--- src/ille_pkg.sv ---
`default_nettype none

package ille_pkg;

    localparam int NODE_SLOTS = 32;
    localparam int VALUE_BITS = 32;

    localparam int SLOT_W = $clog2(NODE_SLOTS);
    localparam int POS_W  = 5;
    localparam int DATA_W = 32;
    localparam int CNT_W  = 5;
    localparam int CMP_W  = (SLOT_W > POS_W) ? SLOT_W : POS_W;
    localparam int XW     = (VALUE_BITS > DATA_W) ? VALUE_BITS : DATA_W;

    typedef logic [SLOT_W-1:0]     slot_t;
    typedef logic [VALUE_BITS-1:0] value_t;

    typedef enum logic [1:0] {
        MODE_READ   = 2'd0,
        MODE_WRITE  = 2'd1,
        MODE_INSERT = 2'd2,
        MODE_REMOVE = 2'd3
    } mode_t;

    typedef enum logic [1:0] {
        ST_OK    = 2'd0,
        ST_RANGE = 2'd1,
        ST_FULL  = 2'd2
    } status_t;

    typedef struct packed {
        mode_t              mode;
        logic [POS_W-1:0]   position;
        logic [DATA_W-1:0]  data_in;
    } req_t;

    typedef struct packed {
        logic [DATA_W-1:0]  read_value;
        status_t            status;
        logic [CNT_W-1:0]   item_count;
    } rsp_t;

    typedef struct packed {
        mode_t              mode;
        logic [POS_W-1:0]   position;
        value_t             value;
        status_t            status;
        logic [CNT_W-1:0]   item_count;
    } cmd_t;

    typedef struct packed {
        logic full;
        logic empty;
    } fifo_stat_t;

    // Reset contents of the link store: sentinel self-linked, free chain 1..N-1.
    function automatic slot_t link_init(slot_t s);
        slot_t r;
        if (s == '0 || s == SLOT_W'(NODE_SLOTS - 1)) begin
            r = '0;
        end
        else begin
            r = s + SLOT_W'(1);
        end
        return r;
    endfunction

    function automatic logic [CMP_W-1:0] pos_ext(logic [POS_W-1:0] p);
        return CMP_W'(p);
    endfunction

    function automatic logic [CMP_W-1:0] slot_ext(slot_t s);
        return CMP_W'(s);
    endfunction

    function automatic logic [CNT_W-1:0] item_count_of(slot_t c);
        logic [CMP_W-1:0] x;
        x = CMP_W'(c);
        return x[CNT_W-1:0];
    endfunction

    function automatic value_t value_of(logic [DATA_W-1:0] d);
        logic [XW-1:0] x;
        x = XW'(d);
        return x[VALUE_BITS-1:0];
    endfunction

    function automatic logic [DATA_W-1:0] read_value_of(value_t v);
        logic [XW-1:0] x;
        x = XW'(v);
        return x[DATA_W-1:0];
    endfunction

endpackage

`default_nettype wire

--- src/indexed_linked_list_engine.sv ---
// Channel   Valid      Stall      Beat   Moves
// request   req_valid  req_stall  req    mode, position, data_in
// response  rsp_valid  rsp_stall  rsp    read_value, status, item_count
//
// A request beat is checked against the element count on arrival and queued.
// The back end walks one link per cycle from the sentinel towards position p;
// a flagged request skips the walk and goes straight to the response.
// After reset the list is empty and the free chain holds slots 1 to NODE_SLOTS-1.
// Requests keep flowing into a two-beat queue while a response waits on rsp_stall, until the queue is full.
`default_nettype none

module indexed_linked_list_engine (
    input  wire logic           clk,
    input  wire logic           rst_n,
    input  wire logic           req_valid,
    output logic                req_stall,
    input  wire ille_pkg::req_t req,
    output logic                rsp_valid,
    input  wire logic           rsp_stall,
    output ille_pkg::rsp_t      rsp
);

    ille_pkg::fifo_stat_t q_stat;
    logic                 q_push;
    logic                 q_pop;
    ille_pkg::cmd_t       q_push_cmd;
    ille_pkg::cmd_t       q_pop_cmd;

    ille_front u_front (
        .clk       (clk),
        .rst_n     (rst_n),
        .req_valid (req_valid),
        .req_stall (req_stall),
        .req       (req),
        .q_stat    (q_stat),
        .q_push    (q_push),
        .q_cmd     (q_push_cmd)
    );

    ille_cmd_fifo u_queue (
        .clk      (clk),
        .rst_n    (rst_n),
        .push     (q_push),
        .push_cmd (q_push_cmd),
        .pop      (q_pop),
        .pop_cmd  (q_pop_cmd),
        .stat     (q_stat)
    );

    ille_back u_back (
        .clk       (clk),
        .rst_n     (rst_n),
        .q_stat    (q_stat),
        .q_cmd     (q_pop_cmd),
        .q_pop     (q_pop),
        .rsp_valid (rsp_valid),
        .rsp_stall (rsp_stall),
        .rsp       (rsp)
    );

endmodule

`default_nettype wire

--- src/ille_cmd_fifo.sv ---
`default_nettype none

module ille_cmd_fifo (
    input  wire logic               clk,
    input  wire logic               rst_n,
    input  wire logic               push,
    input  wire ille_pkg::cmd_t     push_cmd,
    input  wire logic               pop,
    output ille_pkg::cmd_t          pop_cmd,
    output ille_pkg::fifo_stat_t    stat
);

    ille_pkg::cmd_t entry_reg [2];
    logic           wr_ptr_reg;
    logic           wr_ptr_next;
    logic           rd_ptr_reg;
    logic           rd_ptr_next;
    logic [1:0]     fill_reg;
    logic [1:0]     fill_next;
    logic           do_push;
    logic           do_pop;

    assign stat.full  = (fill_reg == 2'd2);
    assign stat.empty = (fill_reg == 2'd0);
    assign do_push    = push && !stat.full;
    assign do_pop     = pop && !stat.empty;
    assign pop_cmd    = entry_reg[rd_ptr_reg];

    always_comb
    begin
        wr_ptr_next = do_push ? !wr_ptr_reg : wr_ptr_reg;
        rd_ptr_next = do_pop ? !rd_ptr_reg : rd_ptr_reg;
        fill_next   = fill_reg;
        if (do_push && !do_pop)
        begin
            fill_next = fill_reg + 2'd1;
        end
        else if (do_pop && !do_push)
        begin
            fill_next = fill_reg - 2'd1;
        end
    end

    always_ff @(posedge clk or negedge rst_n)
    begin
        if (!rst_n)
        begin
            wr_ptr_reg <= 1'b0;
            rd_ptr_reg <= 1'b0;
            fill_reg   <= 2'd0;
        end
        else
        begin
            wr_ptr_reg <= wr_ptr_next;
            rd_ptr_reg <= rd_ptr_next;
            fill_reg   <= fill_next;
        end
    end

    always_ff @(posedge clk)
    begin
        if (do_push)
        begin
            entry_reg[wr_ptr_reg] <= push_cmd;
        end
    end

endmodule

`default_nettype wire

--- src/ille_front.sv ---
`default_nettype none

module ille_front (
    input  wire logic               clk,
    input  wire logic               rst_n,
    input  wire logic               req_valid,
    output logic                    req_stall,
    input  wire ille_pkg::req_t     req,
    input  wire ille_pkg::fifo_stat_t q_stat,
    output logic                    q_push,
    output ille_pkg::cmd_t          q_cmd
);

    ille_pkg::slot_t   count_reg;
    ille_pkg::slot_t   count_next;
    logic              in_range;
    logic              full;
    ille_pkg::status_t status;

    // The element count is tracked here, so every beat is classified on arrival.
    always_comb
    begin
        if (req.mode == ille_pkg::MODE_INSERT)
        begin
            in_range = ille_pkg::pos_ext(req.position) <= ille_pkg::slot_ext(count_reg);
        end
        else
        begin
            in_range = ille_pkg::pos_ext(req.position) < ille_pkg::slot_ext(count_reg);
        end
        full = (count_reg == ille_pkg::SLOT_W'(ille_pkg::NODE_SLOTS - 1));

        count_next = count_reg;
        priority if (!in_range)
        begin
            status = ille_pkg::ST_RANGE;
        end
        else if (req.mode == ille_pkg::MODE_INSERT && full)
        begin
            status = ille_pkg::ST_FULL;
        end
        else
        begin
            status = ille_pkg::ST_OK;
            if (req.mode == ille_pkg::MODE_INSERT)
            begin
                count_next = count_reg + ille_pkg::SLOT_W'(1);
            end
            else if (req.mode == ille_pkg::MODE_REMOVE)
            begin
                count_next = count_reg - ille_pkg::SLOT_W'(1);
            end
        end
    end

    assign req_stall           = q_stat.full;
    assign q_push              = req_valid && !q_stat.full;
    assign q_cmd.mode          = req.mode;
    assign q_cmd.position      = req.position;
    assign q_cmd.value         = ille_pkg::value_of(req.data_in);
    assign q_cmd.status        = status;
    assign q_cmd.item_count    = ille_pkg::item_count_of(count_next);

    always_ff @(posedge clk or negedge rst_n)
    begin
        if (!rst_n)
        begin
            count_reg <= '0;
        end
        else if (q_push)
        begin
            count_reg <= count_next;
        end
    end

endmodule

`default_nettype wire

--- src/ille_back.sv ---
`default_nettype none

module ille_back (
    input  wire logic               clk,
    input  wire logic               rst_n,
    input  wire ille_pkg::fifo_stat_t q_stat,
    input  wire ille_pkg::cmd_t     q_cmd,
    output logic                    q_pop,
    output logic                    rsp_valid,
    input  wire logic               rsp_stall,
    output ille_pkg::rsp_t          rsp
);

    typedef enum logic [7:0] {
        S_IDLE  = 8'b0000_0001,
        S_WALK  = 8'b0000_0010,
        S_VREAD = 8'b0000_0100,
        S_INS   = 8'b0000_1000,
        S_INS2  = 8'b0001_0000,
        S_REM   = 8'b0010_0000,
        S_REM2  = 8'b0100_0000,
        S_DONE  = 8'b1000_0000
    } state_t;

    state_t                    state_reg;
    state_t                    state_next;
    ille_pkg::cmd_t            cmd_reg;
    ille_pkg::cmd_t            cmd_next;
    ille_pkg::slot_t           prev_reg;
    ille_pkg::slot_t           prev_next;
    ille_pkg::slot_t           node_reg;
    ille_pkg::slot_t           node_next;
    ille_pkg::slot_t           walk_reg;
    ille_pkg::slot_t           walk_next;
    ille_pkg::slot_t           free_head_reg;
    ille_pkg::slot_t           free_head_next;
    ille_pkg::slot_t           ins_reg;
    ille_pkg::slot_t           ins_next;
    ille_pkg::value_t          rv_reg;
    ille_pkg::value_t          rv_next;
    logic                      rsp_valid_reg;
    logic                      rsp_valid_next;
    ille_pkg::rsp_t            rsp_reg;
    ille_pkg::rsp_t            rsp_next;

    ille_pkg::slot_t           link_mem [ille_pkg::NODE_SLOTS];
    logic [ille_pkg::NODE_SLOTS-1:0] link_vld_reg;
    logic                      link_re;
    ille_pkg::slot_t           link_raddr;
    logic                      link_we;
    ille_pkg::slot_t           link_waddr;
    ille_pkg::slot_t           link_wdata;
    ille_pkg::slot_t           link_mem_q_reg;
    ille_pkg::slot_t           link_init_q_reg;
    logic                      link_vld_q_reg;
    ille_pkg::slot_t           link_rdata;

    ille_pkg::value_t          value_mem [ille_pkg::NODE_SLOTS];
    logic                      value_re;
    ille_pkg::slot_t           value_raddr;
    logic                      value_we;
    ille_pkg::slot_t           value_waddr;
    ille_pkg::value_t          value_rdata_reg;

    logic                      walk_at_pos;
    logic                      rsp_free;

    assign link_rdata  = link_vld_q_reg ? link_mem_q_reg : link_init_q_reg;
    assign walk_at_pos = ille_pkg::slot_ext(walk_reg) == ille_pkg::pos_ext(cmd_reg.position);
    assign rsp_free    = !rsp_valid_reg || !rsp_stall;
    assign q_pop       = (state_reg == S_IDLE) && !q_stat.empty;
    assign rsp_valid   = rsp_valid_reg;
    assign rsp         = rsp_reg;

    always_comb
    begin
        state_next     = state_reg;
        cmd_next       = cmd_reg;
        prev_next      = prev_reg;
        node_next      = node_reg;
        walk_next      = walk_reg;
        free_head_next = free_head_reg;
        ins_next       = ins_reg;
        rv_next        = rv_reg;
        rsp_next       = rsp_reg;
        rsp_valid_next = rsp_valid_reg && rsp_stall;
        link_re        = 1'b0;
        link_raddr     = '0;
        link_we        = 1'b0;
        link_waddr     = '0;
        link_wdata     = '0;
        value_re       = 1'b0;
        value_raddr    = '0;
        value_we       = 1'b0;
        value_waddr    = '0;

        unique case (state_reg)
            S_IDLE:
            begin
                if (!q_stat.empty)
                begin
                    cmd_next  = q_cmd;
                    rv_next   = '0;
                    prev_next = '0;
                    walk_next = '0;
                    if (q_cmd.status == ille_pkg::ST_OK)
                    begin
                        link_re    = 1'b1;
                        link_raddr = '0;
                        state_next = S_WALK;
                    end
                    else
                    begin
                        state_next = S_DONE;
                    end
                end
            end
            S_WALK:
            begin
                if (!walk_at_pos)
                begin
                    prev_next  = link_rdata;
                    walk_next  = walk_reg + ille_pkg::SLOT_W'(1);
                    link_re    = 1'b1;
                    link_raddr = link_rdata;
                end
                else
                begin
                    node_next = link_rdata;
                    unique case (cmd_reg.mode)
                        ille_pkg::MODE_READ:
                        begin
                            value_re    = 1'b1;
                            value_raddr = link_rdata;
                            state_next  = S_VREAD;
                        end
                        ille_pkg::MODE_WRITE:
                        begin
                            value_we    = 1'b1;
                            value_waddr = link_rdata;
                            state_next  = S_DONE;
                        end
                        ille_pkg::MODE_INSERT:
                        begin
                            link_re     = 1'b1;
                            link_raddr  = free_head_reg;
                            value_we    = 1'b1;
                            value_waddr = free_head_reg;
                            state_next  = S_INS;
                        end
                        ille_pkg::MODE_REMOVE:
                        begin
                            link_re    = 1'b1;
                            link_raddr = link_rdata;
                            state_next = S_REM;
                        end
                        default:
                        begin
                            state_next = S_DONE;
                        end
                    endcase
                end
            end
            S_VREAD:
            begin
                rv_next    = value_rdata_reg;
                state_next = S_DONE;
            end
            S_INS:
            begin
                link_we        = 1'b1;
                link_waddr     = free_head_reg;
                link_wdata     = node_reg;
                ins_next       = free_head_reg;
                free_head_next = link_rdata;
                state_next     = S_INS2;
            end
            S_INS2:
            begin
                link_we    = 1'b1;
                link_waddr = prev_reg;
                link_wdata = ins_reg;
                state_next = S_DONE;
            end
            S_REM:
            begin
                link_we    = 1'b1;
                link_waddr = prev_reg;
                link_wdata = link_rdata;
                state_next = S_REM2;
            end
            S_REM2:
            begin
                link_we        = 1'b1;
                link_waddr     = node_reg;
                link_wdata     = free_head_reg;
                free_head_next = node_reg;
                state_next     = S_DONE;
            end
            S_DONE:
            begin
                if (rsp_free)
                begin
                    rsp_next.read_value = ille_pkg::read_value_of(rv_reg);
                    rsp_next.status     = cmd_reg.status;
                    rsp_next.item_count = cmd_reg.item_count;
                    rsp_valid_next      = 1'b1;
                    state_next          = S_IDLE;
                end
            end
            default:
            begin
                state_next = S_IDLE;
            end
        endcase
    end

    always_ff @(posedge clk or negedge rst_n)
    begin
        if (!rst_n)
        begin
            state_reg     <= S_IDLE;
            free_head_reg <= ille_pkg::SLOT_W'(1);
            rsp_valid_reg <= 1'b0;
            link_vld_reg  <= '0;
        end
        else
        begin
            state_reg     <= state_next;
            free_head_reg <= free_head_next;
            rsp_valid_reg <= rsp_valid_next;
            if (link_we)
            begin
                link_vld_reg[link_waddr] <= 1'b1;
            end
        end
    end

    always_ff @(posedge clk)
    begin
        cmd_reg  <= cmd_next;
        prev_reg <= prev_next;
        node_reg <= node_next;
        walk_reg <= walk_next;
        ins_reg  <= ins_next;
        rv_reg   <= rv_next;
        rsp_reg  <= rsp_next;
    end

    // Slots never written read back their reset link through the valid bits.
    always_ff @(posedge clk)
    begin
        if (link_we)
        begin
            link_mem[link_waddr] <= link_wdata;
        end
        if (link_re)
        begin
            link_mem_q_reg  <= link_mem[link_raddr];
            link_init_q_reg <= ille_pkg::link_init(link_raddr);
            link_vld_q_reg  <= link_vld_reg[link_raddr];
        end
    end

    always_ff @(posedge clk)
    begin
        if (value_we)
        begin
            value_mem[value_waddr] <= cmd_reg.value;
        end
        if (value_re)
        begin
            value_rdata_reg <= value_mem[value_raddr];
        end
    end

    a_walk_bounded: assert property (@(posedge clk) disable iff (!rst_n)
        (state_reg == S_WALK) |->
            ille_pkg::slot_ext(walk_reg) <= ille_pkg::pos_ext(cmd_reg.position))
        else $error("walk counter passed the target position");

    a_insert_not_sentinel: assert property (@(posedge clk) disable iff (!rst_n)
        (state_reg == S_INS) |-> free_head_reg != '0)
        else $error("insert took the sentinel slot from the free chain");

    a_remove_not_sentinel: assert property (@(posedge clk) disable iff (!rst_n)
        (state_reg == S_REM) |-> node_reg != '0)
        else $error("remove targeted the sentinel slot");

    a_flagged_skips_walk: assert property (@(posedge clk) disable iff (!rst_n)
        (q_pop && q_cmd.status != ille_pkg::ST_OK) |=> (state_reg == S_DONE))
        else $error("flagged command entered the walk");

    a_result_after_done: assert property (@(posedge clk) disable iff (!rst_n)
        (state_reg == S_DONE && rsp_free) |=> (rsp_valid_reg && state_reg == S_IDLE))
        else $error("finished command did not reach the result register");

endmodule

`default_nettype wire
--- config.mk ---
export PLATFORM = sky130hd
export DESIGN_NAME = indexed_linked_list_engine
export DESIGN_NICKNAME = d
export VERILOG_FILES = /design/src/ille_pkg.sv /design/src/indexed_linked_list_engine.sv /design/src/ille_cmd_fifo.sv /design/src/ille_front.sv /design/src/ille_back.sv
export SDC_FILE = /design/constraint.sdc
export NUM_CORES = 2
export LEC_CHECK = 0
export BUFFER_PORTS_ARGS = -buffer_cell sky130_fd_sc_hd__buf_2
export CORE_MARGIN = 2
export CORE_UTILIZATION = 35
export DETAILED_ROUTE_END_ITERATION = 16
export PLACE_DENSITY_LB_ADDON = 0.12
export SETUP_SLACK_MARGIN = 0.2
export SLEW_MARGIN = 20
export SYNTH_ARGS = -nofsm -noshare
export SYNTH_HDL_FRONTEND = slang
export SYNTH_SLANG_ARGS = --single-unit
--- constraint.sdc ---
create_clock -name clk -period 5.63 [get_ports clk]
set_clock_uncertainty 0.1 [all_clocks]
set_input_delay 1.126 -clock clk [delete_from_list [all_inputs] [get_ports clk]]
set_output_delay 1.126 -clock clk [all_outputs]
set_load 0.02 [all_outputs]
==> flow_metrics.env <==
export IMPL_cts_setup_buffers=0
export IMPL_cts_max_level=4
export IMPL_place_ws_ns=1.17
export IMPL_yosys_warnings=0
export IMPL_rr_endpoint="u_back.value_rdata_reg[6]$_DFFE_PP_"
export IMPL_reg2reg_from="u_back.state_reg[3]$_DFFE_PN0P_"
export IMPL_ant_nets=0
export IMPL_vias=33600
export IMPL_startpoint="u_back.state_reg[3]$_DFFE_PN0P_"
export IMPL_ys_dominant_reg_cell="edfxtp_1"
export IMPL_port_buffers=83
export IMPL_drive_gt1_share_pct=14.5
export IMPL_synthAdderAreaFrac_pct=0.318
export IMPL_path_clk_slew_ns=0.06
export IMPL_post_cts_resized=0
export IMPL_gp_congestion=0.791
export IMPL_die_area_um2=172000
export IMPL_die_x_um=414
export IMPL_rows=150
export IMPL_synth_area_leaders="edfxtp_1, mux2i_1, nand2_1"
export IMPL_syn2layout_area_growth_pct=15.6
export IMPL_regToRegSetupSlack_ns=1.17
export IMPL_nets=4034
export IMPL_synth_top_family_by_area="compound AO/OA/AOI/OAI gates"
export IMPL_clock_path_buffers=3
export IMPL_cts_tree="yes"
export IMPL_drv_slew=0
export IMPL_regArea_um2=45100
export IMPL_firstDrtPassIters=6
export IMPL_synth_xor_area_share_pct=0.356
export IMPL_fin_crit_sh_pct=79.3
export IMPL_drcViolationCount=0
export IMPL_r2r_cells=10
export IMPL_num_antenna_cells=0
export IMPL_leakage_nw=23.6
export IMPL_synthSimpleGateAreaFrac_pct=7.28
export IMPL_grt_pass1_vias=33100
export IMPL_rsz0062_at_grt="false"
export IMPL_multi_input_area_um2=13200
export IMPL_synth_cells=3814
export IMPL_synth_cell_types=67
export IMPL_finalSetupViolations=0
export IMPL_status="completed"
export IMPL_arrival_ns=4.86
export IMPL_synth_edf_count=1456
export IMPL_worstSetupStartpointType="flip-flop"
export IMPL_numCtsBuffers=166
export IMPL_drv_cap=0
export IMPL_tns_ns=0
export IMPL_yosysSeqAreaShare_pct=76.5
export IMPL_die_y_um=414
export IMPL_cp_num_cells=10
export IMPL_tightest_slew_ns=1.07
export IMPL_worst_slack_ns=1.17
export IMPL_worstPathCellList="nor4_4 -> and3_1 -> and3_1 -> nand2_4 -> buf_4 -> nor2_4 -> buf_4 -> o221ai_1 -> a311oi_1 -> a21oi_1"
export IMPL_grt_max_degree=130
export IMPL_fin_area_um2=68200
export IMPL_finalHoldViolations=0
export IMPL_largest_reg_flops=1024
export IMPL_place_area_um2=62900
export IMPL_syn_nets=3872
export IMPL_drt_iter0_drc=3087
export IMPL_clock_latency_ns=0.80
export IMPL_crit_type="reg2reg"
export IMPL_crit_buf_inv=2
export IMPL_fmax_mhz=224
export IMPL_max_stage_delay_ns=0.67
export IMPL_dp_hpwl_um=102000
export IMPL_overflow=0
export IMPL_synth_top_cell_by_area="edfxtp_1"
export IMPL_detail_route_wirelength_um=173000
export IMPL_hold_path_class="in2async"
export IMPL_muxShareOfSynthArea_pct=5.99
export IMPL_pin_count=84
export IMPL_critPathTopFamily="simple AND/OR/NAND/NOR gates"
export IMPL_finalWorstPathRequiredPeriod_ns=4.46
export IMPL_crit_required_ns=6.02
export IMPL_track_usage_pct=19.9
export IMPL_start_util_pct=35.3
export IMPL_slowest_stage="nor2_4"
export IMPL_cts_hold_buf=0
export IMPL_avgRoutedWirePerCell_um=27.4
export IMPL_synth_compound_area_share_pct=7.79
export IMPL_critical_path_max_fanout=23
export IMPL_crit_path_end="u_back.value_rdata_reg[6]$_DFFE_PP_"
export IMPL_finalPower_mw=32.4
export IMPL_synth_top_area_share_pct=74.1
export IMPL_vdd_drop_max_v=0.000392
export IMPL_core_area_um2=167000
export IMPL_antenna_found_initial=5
export IMPL_syn_area_per_cell_um2=15.5
export IMPL_nFillCells=15300
export IMPL_ys_ff_latch=1511
export IMPL_synth_async_reset_ratio_pct=3.64
export IMPL_pwr_density_cell_nw_per_um2=475
export IMPL_cts_sinks=1511
export IMPL_grt_pass1_wl_um=249000
export IMPL_root_buffer="clkbuf_16"
export IMPL_cp_end_kind="flip-flop"
export IMPL_viasPerCell=5.32
export IMPL_slew_headroom_pct=28.7
export IMPL_synth_area_um2=59000
[logic make-up after synthesis]
logic type / count (synthesis)
multiplexers: 346
AND/OR/NAND/NOR: 965
adder cells (fa/ha/maj): 15
XOR/XNOR: 24
AO/OA/AOI/OAI: 706
flip-flops: 1511
buffers and inverters: 247
[through the flow]
stage,hold WS [ns],util [%],cells
global route,0.319,40.8,6319
detailed placement,0.305,37.6,6007
floorplan,0.300,-,3814
CTS,0.280,40.7,6314
finish,0.311,40.8,6319
global placement,0.300,37.6,6005
[cells in the final DEF, fill, tap and decap left out, types with 70 or more instances in the layout]
cell type and n:
clkbuf_16 167, buf_2 83, buf_4 109, o21ai_0 116, nor2_1 72, nand3_1 161, nor3_1 70, o221ai_1 70
edfxtp_1 1456, a21oi_1 239, mux2i_1 294, nand2_1 496
[layout make-up]
cell class	instances	share of cell area, %
Sequential cell	1511	66.1
Multi-Input combinational cell	2056	19.3
Clock buffer	207	6.44
Tap cell	2204	4.04
Timing Repair Buffer	221	2.63
Clock inverter	100	1.28
Inverter	20	0.139
[routing by layer]
metal | GRT usage, % | up-vias | wire length [um]
met3 | 2.76 | 234 | 8090
li1 | - | 15100 | -
met1 | 27.6 | 17400 | 77400
met2 | 32.8 | 937 | 83200
met5 | 0 | - | 0
met4 | 5.40 | 0 | 4310
[cell usage after synthesis (6+ instances only)]
library cell,count
edfxtp_1,1456
nand2_1,498
mux2i_1,295
a21oi_1,240
nand3_1,161
clkbuf_1,159
o21ai_0,116
nor2_1,106
nor3_1,72
o221ai_1,70
a22oi_1,68
dfrtp_1,53
mux2_2,49
and2_1,46
buf_2,44
a31oi_1,39
a211oi_1,38
a311oi_1,35
o211ai_1,32
or2_2,30
a221o_1,18
xnor2_1,17
inv_1,16
ha_1,15
a221oi_1,12
a32oi_1,12
buf_1,11
and3_1,9
buf_4,8
nand2b_1,7
xor2_1,7
nor2b_1,6
[worst min-delay path by stage]
stage,to,slack [ns],startpoint
2_1_floorplan,u_back.rsp[0]$_DFFE_PP_,0.30,u_back.cmd_reg[0]$_DFFE_PP_
3_3_place_gp,u_back.rsp[2]$_DFFE_PP_,0.30,u_back.cmd_reg[2]$_DFFE_PP_
3_5_place_dp,u_back.rsp[4]$_DFFE_PP_,0.30,u_back.cmd_reg[4]$_DFFE_PP_
4_1_cts,u_back.link_vld_reg[11]$_DFFE_PN0N_,0.28,rst_n
5_1_grt,u_back.link_vld_reg[9]$_DFFE_PN0N_,0.32,rst_n
6_report,u_back.link_vld_reg[9]$_DFFE_PN0N_,0.31,rst_n
[report_power, final]
part           internal (mW)  switching (mW)
combinational           1.83            5.22
sequential              14.3           0.489
clock                   6.06            4.50
Note: power is estimated with default switching activity, not from simulation.
